### config.mk
export PLATFORM = sky130hd
export DESIGN_NAME = tta_odometer
export DESIGN_NICKNAME = d
export VERILOG_FILES = /design/src/rtl/tta_pkg.sv /design/src/rtl/tta_odometer.sv
export SDC_FILE = /design/constraint.sdc
export NUM_CORES = 1
export LEC_CHECK = 0
export ABC_AREA = 1
export BUFFER_PORTS_ARGS = -buffer_cell sky130_fd_sc_hd__buf_2
export CORE_MARGIN = 8
export CORE_UTILIZATION = 45
export DETAILED_ROUTE_END_ITERATION = 10
export HOLD_SLACK_MARGIN = 0.08
export PLACE_DENSITY = 0.64
export SKIP_CTS_REPAIR_TIMING = 1
export SLEW_MARGIN = 15
export SYNTH_ARGS = -nofsm -noshare
export SYNTH_HDL_FRONTEND = slang
export SYNTH_SLANG_ARGS = --single-unit
### constraint.sdc
create_clock -name clk -period 5.2 [get_ports clk]
set_input_delay 1.04 -clock clk [delete_from_list [all_inputs] [get_ports clk]]
set_output_delay 1.04 -clock clk [all_outputs]
set_load 0.03 [all_outputs]
### src/rtl/tta_pkg.sv
package tta_pkg;

    localparam int NUM_DIMS = 4;
    localparam int RANK_W   = 3;
    localparam int SIZE_W   = 13;
    localparam int CFG_W    = 13;
    localparam int PERM_W   = 8;
    localparam int DATA_W   = 32;
    localparam int OUT_ADDR_W = 48;

    typedef enum logic [2:0] {
        REG_RANK    = 3'd0,
        REG_DIM0    = 3'd1,
        REG_DIM1    = 3'd2,
        REG_DIM2    = 3'd3,
        REG_DIM3    = 3'd4,
        REG_PERM    = 3'd5,
        REG_REVERSE = 3'd6
    } reg_index_t;

    typedef struct packed {
        logic [RANK_W-1:0]              rank;
        logic [NUM_DIMS-1:0][SIZE_W-1:0] dim;
        logic [PERM_W-1:0]              perm;
        logic                           reverse;
    } cfg_t;

    // rank in use: zero acts as one, anything above the cap saturates
    function automatic logic [RANK_W-1:0] live_rank(logic [RANK_W-1:0] raw, int cap);
        logic [RANK_W-1:0] r;
        r = raw;
        if (r == '0)
            r = RANK_W'(1);
        if (r > RANK_W'(cap))
            r = RANK_W'(cap);
        return r;
    endfunction

    // size of dimension d; size one above rank, zero acts as one, saturates at 2^dim_bits
    function automatic logic [SIZE_W-1:0] live_size(cfg_t c, logic [1:0] d,
                                                    logic [RANK_W-1:0] r, int dim_bits);
        logic [SIZE_W-1:0] v;
        logic [SIZE_W:0]   lim;
        v = c.dim[d];
        lim = (dim_bits >= SIZE_W) ? {1'b1, {SIZE_W{1'b0}}} : ((SIZE_W+1)'(1) << dim_bits);
        if ({1'b0, d} >= r)
            v = SIZE_W'(1);
        else if (v == '0)
            v = SIZE_W'(1);
        else if ({1'b0, v} > lim)
            v = lim[SIZE_W-1:0];
        return v;
    endfunction

    // input dimension placed at output position i
    function automatic logic [RANK_W-1:0] perm_entry(cfg_t c, logic [1:0] i,
                                                     logic [RANK_W-1:0] r);
        logic [RANK_W-1:0] e;
        if (c.reverse)
            e = r - RANK_W'(1) - {1'b0, i};
        else
            e = {1'b0, c.perm[2*i +: 2]};
        return e;
    endfunction

endpackage

### src/rtl/tta_odometer.sv
module tta_odometer #(
    parameter int MAX_RANK = 4,
    parameter int DIM_BITS = 12
) (
    input  logic                clk,
    input  logic                rst_n,
    input  tta_pkg::cfg_t       cfg,
    input  logic                advance,
    output logic [DIM_BITS-1:0] index [tta_pkg::NUM_DIMS],
    output logic                idle,
    output logic                last
);

    localparam int RANK_CAP = (MAX_RANK < 4) ? MAX_RANK : 4;
    localparam int CW = (DIM_BITS + 1 > tta_pkg::SIZE_W) ? DIM_BITS + 1 : tta_pkg::SIZE_W;

    logic [DIM_BITS-1:0] index_reg  [tta_pkg::NUM_DIMS];
    logic [DIM_BITS-1:0] index_eff  [tta_pkg::NUM_DIMS];
    logic [DIM_BITS-1:0] index_next [tta_pkg::NUM_DIMS];

    logic [tta_pkg::RANK_W-1:0]   rank;
    logic [tta_pkg::NUM_DIMS:0]   carry;
    logic [tta_pkg::SIZE_W-1:0]   size;

    always_comb
    begin
        rank = tta_pkg::live_rank(cfg.rank, RANK_CAP);
        idle = 1'b1;
        for (int d = 0; d < tta_pkg::NUM_DIMS; d++)
        begin
            index_eff[d] = (tta_pkg::RANK_W'(d) < rank) ? index_reg[d] : '0;
            if (index_eff[d] != '0)
                idle = 1'b0;
        end
        // dimensions above rank have size one and just pass the carry on
        carry = '0;
        carry[tta_pkg::NUM_DIMS] = 1'b1;
        size = '0;
        for (int d = tta_pkg::NUM_DIMS - 1; d >= 0; d--)
        begin
            size = tta_pkg::live_size(cfg, 2'(d), rank, DIM_BITS);
            index_next[d] = index_eff[d];
            if (carry[d+1])
            begin
                if (CW'(index_eff[d]) + CW'(1) >= CW'(size))
                begin
                    index_next[d] = '0;
                    carry[d] = 1'b1;
                end
                else
                begin
                    index_next[d] = index_eff[d] + DIM_BITS'(1);
                end
            end
        end
        last = carry[0];
    end

    always_ff @(posedge clk or negedge rst_n)
    begin
        if (!rst_n)
        begin
            for (int d = 0; d < tta_pkg::NUM_DIMS; d++)
                index_reg[d] <= '0;
        end
        else if (advance)
        begin
            for (int d = 0; d < tta_pkg::NUM_DIMS; d++)
                index_reg[d] <= index_next[d];
        end
    end

    assign index = index_eff;

endmodule
### After elaboration in Yosys (flattened, before gate mapping)

Cells that the tools add are included.

| word-level totals | value |
|---|---|
| flip-flop bits (word level) | 48 |
| bits in latches | 0 |
| RAM bits | 0 |
| bits in read-only memories | 0 |
| input bits | 67 |
| output and inout port bits | 50 |
| word-level logic and storage cells | 74 |
| memories kept | 0 |

| operators by class | value |
|---|---|
| add/subtract/negate cells | 8 |
| multipliers | 0 |
| divide/modulo/power cells | 0 |
| order comparisons | 17 |
| equal/unequal tests | 0 |
| shift-type cells | 0 |
| multiplexer cells | 36 |
| bitwise operators | 0 |
| reduce and logical (&&, ||, !) cells | 9 |

Operator list:

| kind | count |
|---|---|
| 2-to-1 mux 13 bit | 12 |
| 2-to-1 mux 12 bit | 11 |
| adder 12 x 1 -> 13 bit (second input constant) | 4 |
| greater-or-equal comparator 13 bit | 4 |
| > comparator 13 bit (second input constant) | 4 |
| zero test 13 bit | 4 |
| adder 12 x 1 -> 12 bit (second input constant) | 4 |
| nonzero test 12 bit | 4 |
| 2-to-1 mux 1 bit | 11 |
| greater-or-equal comparator 1 x 3 -> 1 bit (first input constant) | 2 |
| greater-or-equal comparator 2 x 3 -> 1 bit (first input constant) | 2 |
| less-than comparator 1 x 3 -> 1 bit (first input constant) | 2 |
| less-than comparator 2 x 3 -> 1 bit (first input constant) | 2 |
| 2-to-1 mux 3 bit | 2 |
| > comparator 3 bit (second input constant) | 1 |
| zero test 3 bit | 1 |

### Logic depth before layout (Yosys ltp)

| depth | value |
|---|---|
| depth after elaboration | 12 |
| gate-level depth with buffers | 26 |

### Worst setup path after synthesis

Ideal clock, no wire load.

| path | value |
|---|---|
| path kind | input-to-output |
| from | input port cfg[63] (netlist name) |
| to | output port last |
| data arrival time | 4.386 ns |
| path slack | -0.226 ns |
| stages on the path | 20 |
| buffers on the path | 3 |
| cells stage by stage | buf_4 > inv_4 > nand2_4 > buf_6 > inv_2 > nor2_2 > ha_1 > inv_1 > nor2_1 > nand3_1 > nand2_1 > nand2_1 > ha_1 > nand2_1 > inv_1 > nand4_1 > nor3_1 > nor2_4 > buf_2 > nor3b_1 |

RTL lines:

| element | RTL line | RTL |
|---|---|---|
| start, declared | tta_odometer.sv:7 | `input tta_pkg::cfg_t cfg,` |
| end, declared | tta_odometer.sv:11 | `output logic last` |

### Final worst setup path

| path | value |
|---|---|
| from | input port cfg[63] (netlist name) |
| to | output port last |

| between the ends | value |
|---|---|
| cells in the longest elaborated chain, start to end | 12 |
| elaborated cells between the ends (all ways) | 35 |

RTL lines:

| element | RTL line | RTL |
|---|---|---|
| zero test 3 bit | tta_pkg.sv:32 | `if (r == '0)` |
| 2-to-1 mux 3 bit * | tta_pkg.sv:32 |  |
| > comparator 3 bit | tta_pkg.sv:34 | `if (r > RANK_W'(cap))` |
| 2-to-1 mux 3 bit * | tta_pkg.sv:34 |  |
| less-than comparator 2 x 3 -> 1 bit | tta_odometer.sv:31 | `index_eff[d] = (tta_pkg::RANK_W'(d) < rank) ? index_reg[d] : '0;` |
| 2-to-1 mux 12 bit | tta_odometer.sv:31 |  |
| adder 12 x 1 -> 13 bit | tta_odometer.sv:45 | `if (CW'(index_eff[d]) + CW'(1) >= CW'(size))` |
| greater-or-equal comparator 13 bit | tta_odometer.sv:45 |  |
| 2-to-1 mux 1 bit | tta_odometer.sv:45 |  |
| 2-to-1 mux 1 bit (2 in a row) | tta_odometer.sv:43 | `if (carry[d+1])` |
| 2-to-1 mux 1 bit * | tta_odometer.sv:43 |  |

Every way passes the cells marked *; elsewhere a longest branch is shown, timed or not.

==> reports/metrics.yaml <==
dr.first_iter.drc_count: 325
reg2regPathDepth: 21
busiest_layer: "met2"
cp_data_required_time_ns: 4.16
worstHoldPathType: "flip-flop to flip-flop"
vias: 5906
fillers: 1355
fp.dieW_um: 128
p_total_mw: 1.99
sw_frac_of_total_pct: 49.5
regArea_um2: 1200
netlist_instances: 922
syn_area_um2: 5660
setup_tns_ns: 0
cts_made_buffers: 5
cts-root-buf: "clkbuf_16"
start_util_pct: 45.4
period_share_pct: 92.9
wl_um: 15800
crit_path_top_delay_cell: "ha_1"
ys_async_sr_fraction_pct: 100
timing.fmax_mhz: 207
antenna_left: 0
remaining_drc_errors: 0
criticalPathCategory: "primary input to output port"
maxCapViolations: 0
wl_per_cell_um: 13.3
post_drt_via_cell_ratio: 4.99
yosys_warnings: 0
hold_start: "index_reg[10]"
ys_seq_elements: 48
cts_tree: "done"
dieArea_um2: 16400
use_met1_pct: 25.1
worst_setup_hold_path_clk_slew_ns: 0.07
slowest_delay_ns: 0.33
synth_nets: 1049
synth_edf_count: 0
crit_path_end_kind: "output port"
yosysTopAreaCell: "dfrtp_1"
start_kind: "primary input"
leakagePower_nw: 3.76
cp_cell_sequence: "buf_2 > inv_4 > nand2_4 > nand2_2 > inv_1 > ha_1 > nand3_1 > nor2_2 > buf_4 > nand2_1 > nand2_1 > nand2_1 > ha_1 > nand2_1 > inv_1 > nand3_1 > nor2_1 > nand2_1 > nand3_1 > nand2_4 > nor3b_2 > buf_2"
num_rows: 41
place_inst: 1176
cpMostUsedCell: "nand2_1"
io_pins: 117
final_area_um2: 6470
grtUsageMet2_pct: 32.5
powerDensity_nw_per_um2: 308
drive_above_1_share_pct: 16.8
fin_nets: 1138
min_delay_path_depth: 2
synth_top_area_share_pct: 21.2
ir_worst_vdd_uv: 179
antenna_found_initial: 0
fin_crit_ns: 4.83
pwr-share-comb_pct: 57.3
grt_pass1_wl_um: 26100
multi_input_area_um2: 3760
finClkSkew_ns: 0.00716
grtUsageMet3_pct: 3.20
grt_pass1_vias: 5564
synth_cell_type_count: 36
largest_register_ffs: 48
diodes: 0
portBuffers: 107
final_hold_viol_count: 0
clock_sinks: 48
holdPathEnd: "index_reg[10]"
status: "finished, final reports clean"
grt_use_total_pct: 19.2
dp_hpwl_um: 12600
rrSetupSlack_ns: 1.81
fin_util_pct: 51.9
clockBufferDepth: 2
synth_area_per_cell_um2: 6.14
crit_fanout: 5
drv_slew: 0
core_area_um2: 12500
synth_area_leaders: "dfrtp_1 21%, nand2_1 19%, ha_1 13%"
syn_to_final_growth_pct: 14.3
p_seq_share_pct: 26.8
pwr-share-clk_pct: 16.0
worstReg2RegEnd: "index_reg[15]"
layoutNonFillerInstCount: 1183
grt_start_max_net_pins: 49
placed_cell_area_um2: 6330
overflow: 0
clk_latency_ns: 0.29
intPower_mw: 1.01
power_switching_mw: 0.987
first_pass_iters: 5
critPathArrivalTime_ns: 3.79
slew_headroom_pct: 56.9
rsz0062_at_grt: "false"
place_congestion: 0.862
r2r-start: "index_reg[0]"
die_h_um: 128
htreeDepth: 2
synth_ff_type: "dfrtp_1"
setup_viol: 0
worst_pin_slew_ns: 0.647
ys_seq_area_share_pct: 21.2
[stage by stage]
| step | hold WS [ns] | worst slack (ns) |
|---|---|---|
| after floorplan | 0.449 | 0.0631 |
| after global placement | 0.466 | 0.364 |
| after detailed placement | 0.474 | 0.337 |
| after CTS | 0.490 | 0.320 |
| after global routing | 0.540 | 0.0590 |
| final | 0.489 | 0.367 |
[critical path: cells and delay by family]
family | cells | cell delay, ns
adders and majority gates | 2 | 0.52
buffers and inverters | 6 | 0.81
and+or+nand+nor | 14 | 1.43
[metal layers]
| layer | up-vias | share of wire (%) |
|---|---|---|
| met2 | 132 | 48 |
| met1 | 2618 | 46 |
| met3 | 13 | 5.6 |
| met4 | 0 | 0.89 |
| met5 | - | 0 |
| li1 | 3143 | - |
[kinds of logic (layout without fill, tap and decap cells)]
family	count (synthesis)	after routing	share of synthesized area, %
AO/OA/AOI/OAI	54	54	5.11
XOR/XNOR	18	18	2.79
adder cells (fa/ha/maj)	60	60	13.3
flip-flops	48	48	21.2
buffers and inverters	173	262	12.4
AND/OR/NAND/NOR	569	569	45.2
[cell usage after synthesis, types with 3 or more instances]
| cell type | count |
|---|---|
| nand2_1 | 287 |
| inv_1 | 124 |
| nand3_1 | 121 |
| nor2_1 | 76 |
| ha_1 | 60 |
| dfrtp_1 | 48 |
| nand4_1 | 30 |
| a21oi_1 | 24 |
| clkbuf_1 | 21 |
| xor2_1 | 18 |
| o21ai_0 | 17 |
| nor4_1 | 15 |
| nor2_2 | 13 |
| buf_2 | 9 |
| inv_2 | 5 |
| nand2_2 | 5 |
| nand3_2 | 5 |
| o21ai_1 | 5 |
| buf_1 | 4 |
| nor2_4 | 4 |
| nor3_1 | 4 |
| buf_4 | 3 |
| nand2_4 | 3 |
| nor3b_1 | 3 |
| o211ai_1 | 3 |
[power groups by stage]
stage	sequential, mW	combinational (mW)	clock (mW)
after global routing	0.547	1.29	0.338
after detailed placement	0.537	1.15	0
after global placement	0.540	1.14	0
after floorplan	0.515	0.849	0
final	0.534	1.14	0.318
after CTS	0.534	1.15	0.329
[area by class of cell]
| cell class | count | share of cell area, % |
|---|---|---|
| clock buffers | 5 | 1.93 |
| inverters | 133 | 7.79 |
| multi-input cells | 701 | 58.2 |
| well taps | 172 | 3.33 |
| flip-flops and latches | 48 | 18.6 |
| repair buffers | 122 | 10.0 |
| clock inverters | 2 | 0.193 |
[worst max path at each step]
stage | start | endpoint | slack, ns
6_report | cfg[63] | last | 0.37
5_1_grt | cfg[63] | last | 0.06
4_1_cts | cfg[63] | last | 0.32
3_5_place_dp | cfg[63] | last | 0.34
3_3_place_gp | cfg[63] | last | 0.36
2_1_floorplan | cfg[63] | last | 0.06
[placed cells by master (no fill, tap or decap), drive strengths merged]
cell type / instances
inv: 131
nor3b: 3
clkinvlp: 1
clkinv: 3
and2: 1
nor3: 5
dfrtp: 48
nand3: 126
nand2: 295
o31ai: 1
a21oi: 25
buf: 122
nand4: 30
clkbuf: 5
nor2: 93
ha: 60
a21o: 1
o211ai: 3
o21ai: 22
xor2: 18
nand3b: 1
nor4: 15
o22ai: 2
Note: power is estimated with default switching activity, not from simulation.
