<file path="src/rtl/tta_pkg.sv">
package tta_pkg;

    localparam int NUM_DIMS = 4;
    localparam int RANK_W   = 3;
    localparam int SIZE_W   = 13;
    localparam int CFG_W    = 13;
    localparam int PERM_W   = 8;
    localparam int DATA_W   = 32;
    localparam int OUT_ADDR_W = 48;

    typedef enum logic [2:0] {
        REG_RANK    = 3'd0,
        REG_DIM0    = 3'd1,
        REG_DIM1    = 3'd2,
        REG_DIM2    = 3'd3,
        REG_DIM3    = 3'd4,
        REG_PERM    = 3'd5,
        REG_REVERSE = 3'd6
    } reg_index_t;

    typedef struct packed {
        logic [RANK_W-1:0]              rank;
        logic [NUM_DIMS-1:0][SIZE_W-1:0] dim;
        logic [PERM_W-1:0]              perm;
        logic                           reverse;
    } cfg_t;

    // rank in use: zero acts as one, anything above the cap saturates
    function automatic logic [RANK_W-1:0] live_rank(logic [RANK_W-1:0] raw, int cap);
        logic [RANK_W-1:0] r;
        r = raw;
        if (r == '0)
            r = RANK_W'(1);
        if (r > RANK_W'(cap))
            r = RANK_W'(cap);
        return r;
    endfunction

    // size of dimension d; size one above rank, zero acts as one, saturates at 2^dim_bits
    function automatic logic [SIZE_W-1:0] live_size(cfg_t c, logic [1:0] d,
                                                    logic [RANK_W-1:0] r, int dim_bits);
        logic [SIZE_W-1:0] v;
        logic [SIZE_W:0]   lim;
        v = c.dim[d];
        lim = (dim_bits >= SIZE_W) ? {1'b1, {SIZE_W{1'b0}}} : ((SIZE_W+1)'(1) << dim_bits);
        if ({1'b0, d} >= r)
            v = SIZE_W'(1);
        else if (v == '0)
            v = SIZE_W'(1);
        else if ({1'b0, v} > lim)
            v = lim[SIZE_W-1:0];
        return v;
    endfunction

    // input dimension placed at output position i
    function automatic logic [RANK_W-1:0] perm_entry(cfg_t c, logic [1:0] i,
                                                     logic [RANK_W-1:0] r);
        logic [RANK_W-1:0] e;
        if (c.reverse)
            e = r - RANK_W'(1) - {1'b0, i};
        else
            e = {1'b0, c.perm[2*i +: 2]};
        return e;
    endfunction

endpackage

</file>
<file path="src/rtl/tta_stride_seq.sv">
module tta_stride_seq #(
    parameter int MAX_RANK  = 4,
    parameter int DIM_BITS  = 12,
    parameter int ADDR_BITS = 48
) (
    input  logic                 clk,
    input  logic                 rst_n,
    input  tta_pkg::cfg_t        cfg,
    input  logic                 restart,
    output logic [ADDR_BITS-1:0] stride [tta_pkg::NUM_DIMS],
    output logic                 fault,
    output logic                 busy
);

    localparam int RANK_CAP = (MAX_RANK < 4) ? MAX_RANK : 4;

    logic                 busy_reg;
    logic                 init_reg;
    logic                 fault_reg;
    logic [1:0]           step_reg;
    logic [ADDR_BITS-1:0] acc_reg;
    logic [ADDR_BITS-1:0] stride_reg [tta_pkg::NUM_DIMS];

    logic [tta_pkg::RANK_W-1:0] rank;
    logic                       fault_calc;
    logic [tta_pkg::RANK_W-1:0] cur_entry;
    logic [1:0]                 cur_dim;
    logic [tta_pkg::SIZE_W-1:0] cur_size;
    logic [ADDR_BITS-1:0]       acc_next;

    always_comb
    begin
        rank = tta_pkg::live_rank(cfg.rank, RANK_CAP);
        fault_calc = 1'b0;
        for (int i = 0; i < tta_pkg::NUM_DIMS; i++)
        begin
            if ((tta_pkg::RANK_W'(i) < rank) &&
                (tta_pkg::perm_entry(cfg, 2'(i), rank) >= rank))
                fault_calc = 1'b1;
        end
        cur_entry = tta_pkg::perm_entry(cfg, step_reg, rank);
        cur_dim   = cur_entry[1:0];
        cur_size  = tta_pkg::live_size(cfg, cur_dim, rank, DIM_BITS);
        acc_next  = ADDR_BITS'(acc_reg * cur_size);
    end

    // walk output positions from innermost outward, one multiply per cycle
    always_ff @(posedge clk or negedge rst_n)
    begin
        if (!rst_n)
        begin
            busy_reg  <= 1'b1;
            init_reg  <= 1'b1;
            fault_reg <= 1'b0;
            step_reg  <= '0;
        end
        else if (restart)
        begin
            busy_reg <= 1'b1;
            init_reg <= 1'b1;
        end
        else if (init_reg)
        begin
            init_reg  <= 1'b0;
            fault_reg <= fault_calc;
            step_reg  <= 2'(rank - tta_pkg::RANK_W'(1));
            if (fault_calc)
                busy_reg <= 1'b0;
        end
        else if (busy_reg)
        begin
            if (step_reg == '0)
                busy_reg <= 1'b0;
            else
                step_reg <= step_reg - 2'd1;
        end
    end

    always_ff @(posedge clk)
    begin
        if (!restart && init_reg)
        begin
            acc_reg <= ADDR_BITS'(1);
            for (int i = 0; i < tta_pkg::NUM_DIMS; i++)
                stride_reg[i] <= '0;
        end
        else if (!restart && busy_reg)
        begin
            stride_reg[cur_dim] <= stride_reg[cur_dim] + acc_reg;
            acc_reg <= acc_next;
        end
    end

    assign stride = stride_reg;
    assign fault  = fault_reg;
    assign busy   = busy_reg;

endmodule

</file>
<file path="config.mk">
export PLATFORM = sky130hd
export DESIGN_NAME = tta_stride_seq
export DESIGN_NICKNAME = d
export VERILOG_FILES = /design/src/rtl/tta_pkg.sv /design/src/rtl/tta_stride_seq.sv
export SDC_FILE = /design/constraint.sdc
export NUM_CORES = 2
export LEC_CHECK = 0
export BUFFER_PORTS_ARGS = -buffer_cell sky130_fd_sc_hd__buf_2
export CELL_PAD_IN_SITES_DETAIL_PLACEMENT = 1
export CELL_PAD_IN_SITES_GLOBAL_PLACEMENT = 1
export CORE_MARGIN = 1
export CORE_UTILIZATION = 47
export DETAILED_ROUTE_END_ITERATION = 6
export GPL_ROUTABILITY_DRIVEN = 0
export GPL_TIMING_DRIVEN = 0
export PLACE_DENSITY_LB_ADDON = 0.1
export SLEW_MARGIN = 25
export SYNTH_ARGS = -nofsm -noshare
export SYNTH_HDL_FRONTEND = slang
export SYNTH_SLANG_ARGS = --single-unit
</file>
<file path="constraint.sdc">
create_clock -name clk -period 13.3 [get_ports clk]
set_input_delay 2.66 -clock clk [delete_from_list [all_inputs] [get_ports clk]]
set_output_delay 2.66 -clock clk [all_outputs]
set_load 0.05 [all_outputs]
</file>
# --- After elaboration in Yosys (flattened, before gate mapping) ---
# Cells that the tools add are included.
word_totals:
  regBits: 245
  inputBits: 67
  output_inout_bits: 194
  wordCells: 81
classes:
  add_sub_neg: 7
  multipliers: 1
  magnitude_cmp: 14
  n_eq_ne: 2
  n_shift: 1
  mux: 31
  bitwise: 2
  n_reduce_logical: 14
ops:
  columns: ["cell", "n"]
  rows:
  - ["192-bit bitwise mux", 1]
  - ["48-bit 2-to-1 mux", 3]
  - ["48-bit binary-select mux with 2-bit select", 1]
  - ["48-bit demux with 2-bit select", 1]
  - ["13-bit 2-to-1 mux", 4]
  - ["48-bit adder", 1]
  - ["48-bit by 13-bit multiplier with 48-bit output", 1]
  - ["13-bit binary-select mux with 2-bit select", 1]
  - ["3-bit 2-to-1 mux", 6]
  - ["13-bit > comparator, second input constant", 1]
  - ["13-bit zero test", 1]
  - ["3-bit greater-or-equal comparator", 4]
  - ["1-bit 2-to-1 mux", 10]
  - ["2-bit 2-to-1 mux", 4]
  - ["8-bit by 4-bit variable part select with 2-bit output", 1]
  - ["1-bit logical AND", 7]
  - ["1-bit by 3-bit less-than comparator with 1-bit output, first input constant", 2]
  - ["2-bit by 3-bit less-than comparator with 1-bit output, first input constant", 2]
  - ["3-bit by 1-bit subtractor with 3-bit output, second input constant", 2]
  - ["3-bit by 2-bit subtractor with 3-bit output, second input constant", 2]
  - ["2-bit by 3-bit greater-or-equal comparator with 1-bit output", 1]
  - ["3-bit greater-or-equal comparator, second input constant", 1]
  - ["3-bit > comparator, second input constant", 1]
  - ["3-bit zero test", 1]
  - ["other kinds (13)", 13]

# --- Depth between registers and ports, before layout ---
logic_depth:
  depth_word: 15
  ltp_mapped: 43
  depth_no_buf: 35

# --- Worst setup path after synthesis ---
# No wires, ideal clock.
synth_timing:
  kind: "input -> register"
  startpoint: "input port cfg[61] (netlist name)"
  endpoint: "register acc_reg[28]"
  setup_time_ns: 0.117
  arrival_ns: 11.693
  required_time_ns: 13.183
  setup_slack_ns: 1.490
  stages: 42
  path_buffers: 9
  path_cell_list: "inv_1 a21oi_1 ha_1 nor2b_1 a21o_1 inv_2 buf_6 buf_6 buf_4 clkbuf_1 clkbuf_1 clkbuf_1 ha_1 nand2b_1 a21oi_1 nor2_1 nor2_2 buf_2 (+6 left out) fa_1 inv_1 fa_1 inv_1 fa_1 inv_1 ha_1 o21ai_0 o21bai_1 a21oi_1 o31a_1 o21ai_0 a21o_1 a211o_1 a2111oi_0 o31ai_1 xnor2_1 a22o_1"
synth_between:
  elab_chain_cells: 14
  elab_cells_between_ends: 16
  cone_classes: "2 x add/sub; 1 x mul; 3 x order compare; 8 x mux; 2 x reduce/logical"
synth_lines:
  columns: ["element", "line_no", "source"]
  rows:
  - ["start, declared", "tta_stride_seq.sv:8", "input tta_pkg::cfg_t cfg,"]
  - ["3-bit zero test", "tta_pkg.sv:32", "if (r == '0)"]
  - ["3-bit 2-to-1 mux (*)", "tta_pkg.sv:32", null]
  - ["3-bit > comparator", "tta_pkg.sv:34", "if (r > RANK_W'(cap))"]
  - ["3-bit 2-to-1 mux (*)", "tta_pkg.sv:34", null]
  - ["3-bit by 1-bit subtractor with 3-bit output", "tta_pkg.sv:60", "e = r - RANK_W'(1) - {1'b0, i};"]
  - ["2-bit subtractor", "tta_pkg.sv:60", null]
  - ["2-bit 2-to-1 mux", "tta_pkg.sv:59", "if (c.reverse)"]
  - ["13-bit binary-select mux with 2-bit select", "tta_pkg.sv:44", "v = c.dim[d];"]
  - ["13-bit 2-to-1 mux (implied by the code)", "tta_pkg.sv:44", null]
  - ["13-bit > comparator", "tta_pkg.sv:50", "else if ({1'b0, v} > lim)"]
  - ["13-bit 2-to-1 mux", "tta_pkg.sv:50", null]
  - ["13-bit 2-to-1 mux", "tta_pkg.sv:48", "else if (v == '0)"]
  - ["13-bit 2-to-1 mux (*)", "tta_pkg.sv:46", "if ({1'b0, d} >= r)"]
  - ["48-bit by 13-bit multiplier with 48-bit output (*)", "tta_stride_seq.sv:44", "acc_next = ADDR_BITS'(acc_reg * cur_size);"]
  - ["end signal, assigned", "tta_stride_seq.sv:90", "acc_reg <= acc_next;"]
  - ["end, declared", "tta_stride_seq.sv:21", "logic [ADDR_BITS-1:0] acc_reg;"]
# Every way passes the cells marked *; elsewhere a longest branch is shown, timed or not. The select of a mux whose other input is x is not followed.
# A chain may end at the register's enable or synchronous reset.

# --- Worst setup path in the final report ---
layout_timing:
  startpoint: "input port cfg[63] (netlist name)"
  endpoint: "register acc_reg[47]"
# Same word-level chain as after synthesis.

==> metrics.md <==
| Metric | Value |
|---|---|
| Post-CTS setup buffer count | `0` |
| Critical Path Start | `cfg[63]` |
| FP Rows | `91` |
| Initial DRC Count | `2,357` |
| Layout cells sized above 1 | `8.910%` |
| Critical Path Sink Type | `register` |
| Cell variety after synth | `75` |
| Fillers | `7,815` |
| CTS Buf Count | `25` |
| Synth Warn # | `0` |
| Worst EP required | `13.80 ns` |
| Main synth FF type | `dfxtp_1` |
| Sequential area share after synthesis | `16.59%` |
| Clock tree buffer depth | `3` |
| Die H | `253.5 um` |
| CP arrival | `13.33 ns` |
| Number of global-route vias before repair | `30.35k` |
| Crit path top cell by count | `fa_1` |
| Starting Density | `47.91%` |
| CTS sink count | `245` |
| RSZ-0062 raised after global routing | `no` |
| GRT overflow | `0` |
| Worst-margin pin slew | `1.065 ns` |
| TNS Setup | `0 ns` |
| Detail Route Antenna Nets | `0` |
| Most frequent cells in the layout | `nand2_1 (748), inv_1 (502), fa_1 (434)` |
| Htree depth | `1` |
| Clock Latency Late Sink | `0.57 ns` |
| Post-Synth XOR/XNOR Area | `3.161%` |
| Startpoint types | `input port` |
| Commonest non-fill, non-tap cell in the layout | `nand2_1` |
| Final net count | `4,677` |
| Maximum fanout along the worst path | `10` |
| CP max stage cell | `clkbuf_1` |
| Max reg flops | `192` |
| DR vias | `28.74k` |
| DIE WIDTH | `253.5 um` |
| # diodes | `0` |
| Post-synth EDFFs | `0` |
| Io pins | `261` |
| Final worst path period share | `96.51%` |
| Core Region | `0.06205 mm^2` |
| CTS tree | `done` |
| Tmin final | `12.84 ns` |
| Fmax | `77.91 MHz` |
| Post-Synth Simple-Gate Area | `22.13%` |
| Register bit total from synthesis | `245` |
| Fin. max-slew vios | `0` |
| Worst-path clk slew | `0.06 ns` |
| Setup Skew | `0.02371 ns` |
| Final HPWL DP | `99.86 mm` |
| First-pass GRT wire length | `185.8 mm` |
| Die area | `0.06426 mm^2` |
| Hold Path Class | `reg2reg` |
| Synth Cell Area | `0.02973 mm^2` |
| Initial antenna violation count | `4` |
| Final Hold Violating Endpoints | `0` |
| I/O Buffers | `260` |
| Reg2reg start | `step_reg[0]` |
| Compound-gate portion of the synthesized area | `12.39%` |
| WHS | `0.4850 ns` |
| Syn Nets | `4,396` |
| Wire length per cell | `25.13 um` |
| Adder-cell share of the synthesized area | `34.70%` |
| Setup CP Type | `in2reg` |
| Mux contribution to synthesized area | `1.435%` |
| Final setup viols | `0` |
| Syn Inst Count | `3,765` |
| Crit-path max cell delay | `0.71 ns` |
| Pin count of the biggest net entering global routing | `20` |
| Drt pass-1 iters | `5` |
| Post-Route WL | `123.1 mm` |
| Syn avg cell area | `7.896 um^2` |
| HP Start | `stride[132]` |
| Largest family of logic cells by synthesized area | `adder cells` |
| Via density | `5.866` |
| Slew Limit Headroom | `26.99%` |
| FFs w/ async S/R, synth | `2.041%` |
| Clk root buf | `clkbuf_16` |
| Outcome | `completed` |
| Post-route DRC | `0` |
| Gr usage total | `38.69%` |
| Area growth from synthesis to layout | `10.94%` |
| Max-cap violations | `0` |
==> cells in the mapped netlist (15+ instances only) <==
| cell | instances | share of area (%) |
|---|---|---|
| a31oi_1 | 59 | 1.2 |
| fa_1 | 434 | 29 |
| inv_1 | 502 | 6.3 |
| buf_1 | 20 | 0.25 |
| nand3_1 | 40 | 0.67 |
| and2_1 | 155 | 3.3 |
| nand4_1 | 15 | 0.32 |
| clkbuf_1 | 206 | 2.6 |
| o21ai_0 | 66 | 1.1 |
| o21bai_1 | 22 | 0.56 |
| nor2_1 | 259 | 3.3 |
| nor4_1 | 16 | 0.34 |
| a21oi_1 | 284 | 4.8 |
| xor2_1 | 29 | 0.85 |
| nor3_1 | 20 | 0.34 |
| a211oi_1 | 32 | 0.81 |
| nand2b_1 | 16 | 0.34 |
| nand2_1 | 748 | 9.4 |
| ha_1 | 130 | 5.5 |
| a21o_1 | 71 | 1.8 |
| dfxtp_1 | 240 | 16 |
| xnor2_1 | 68 | 2.0 |
| and3_1 | 165 | 3.5 |
| mux2i_1 | 28 | 0.94 |
==> path summary, 6_finish.rpt <==
check	cells after the start	end	slack, ns
worst min register to register	2	stride[132]	0.48
worst max register to register	36	acc_reg[47]	2.34
min in group asynchronous	1	step_reg[1]	1.90
max in group asynchronous	1	init_reg	11.19
worst min-delay path	2	stride[132]	0.48
worst max-delay path	36	acc_reg[47]	0.46
==> final cells by class <==
cell class                      instances  area (um^2)  area share (%)
Multi-Input combinational cell       2775        22010           66.72
Timing Repair Buffer                  261         1306           3.961
Buffer                                232        944.7           2.864
Sequential cell                       245         4932           14.95
Tap cell                              837         1047           3.175
Clock buffer                           30        684.4           2.075
Inverter                              506         1899           5.759
Clock inverter                         14        161.4          0.4894
==> layer usage <==
layer,wire length [um],GRT usage (%)
met5,14,0
met2,57290,63.84
met4,6357,18.35
met1,48400,49.53
met3,11070,6.105
==> repair_timing <==
action | in CTS | in global routing
resized for setup | 15 | 19
hold buffers | 0 | 0
setup endpoints to repair | 33 | 15
==> critical path, delay by kind of cell <==
family,cells,cell delay [ns]
xor+xnor,2,0.86
buf+inv,9,2.50
compound gates,10,2.23
mux,1,0.13
fa+ha+maj,8,3.75
simple gates,6,1.18
==> kinds of logic after synthesis <==
family / count (synthesis)
compound gates: 609
xor+xnor: 101
fa+ha+maj: 564
buf+inv: 745
flops: 245
mux: 37
simple gates: 1464
==> per-stage QoR <==
stage                     setup WS (ns)  utilization, %  instances  area [um^2]
after floorplan                   1.490               -       3765        29730
after global placement           -2.361           51.69       4862        32080
after detailed placement         -2.501           51.71       4863        32090
after CTS                       0.02312           53.10       4902        32950
after global routing            0.04822           53.15       4900        32980
final                            0.4639           53.15       4900        32980
Power is not shown: default switching activity piles up to over one toggle a cycle in this logic, so the estimate is an artifact.
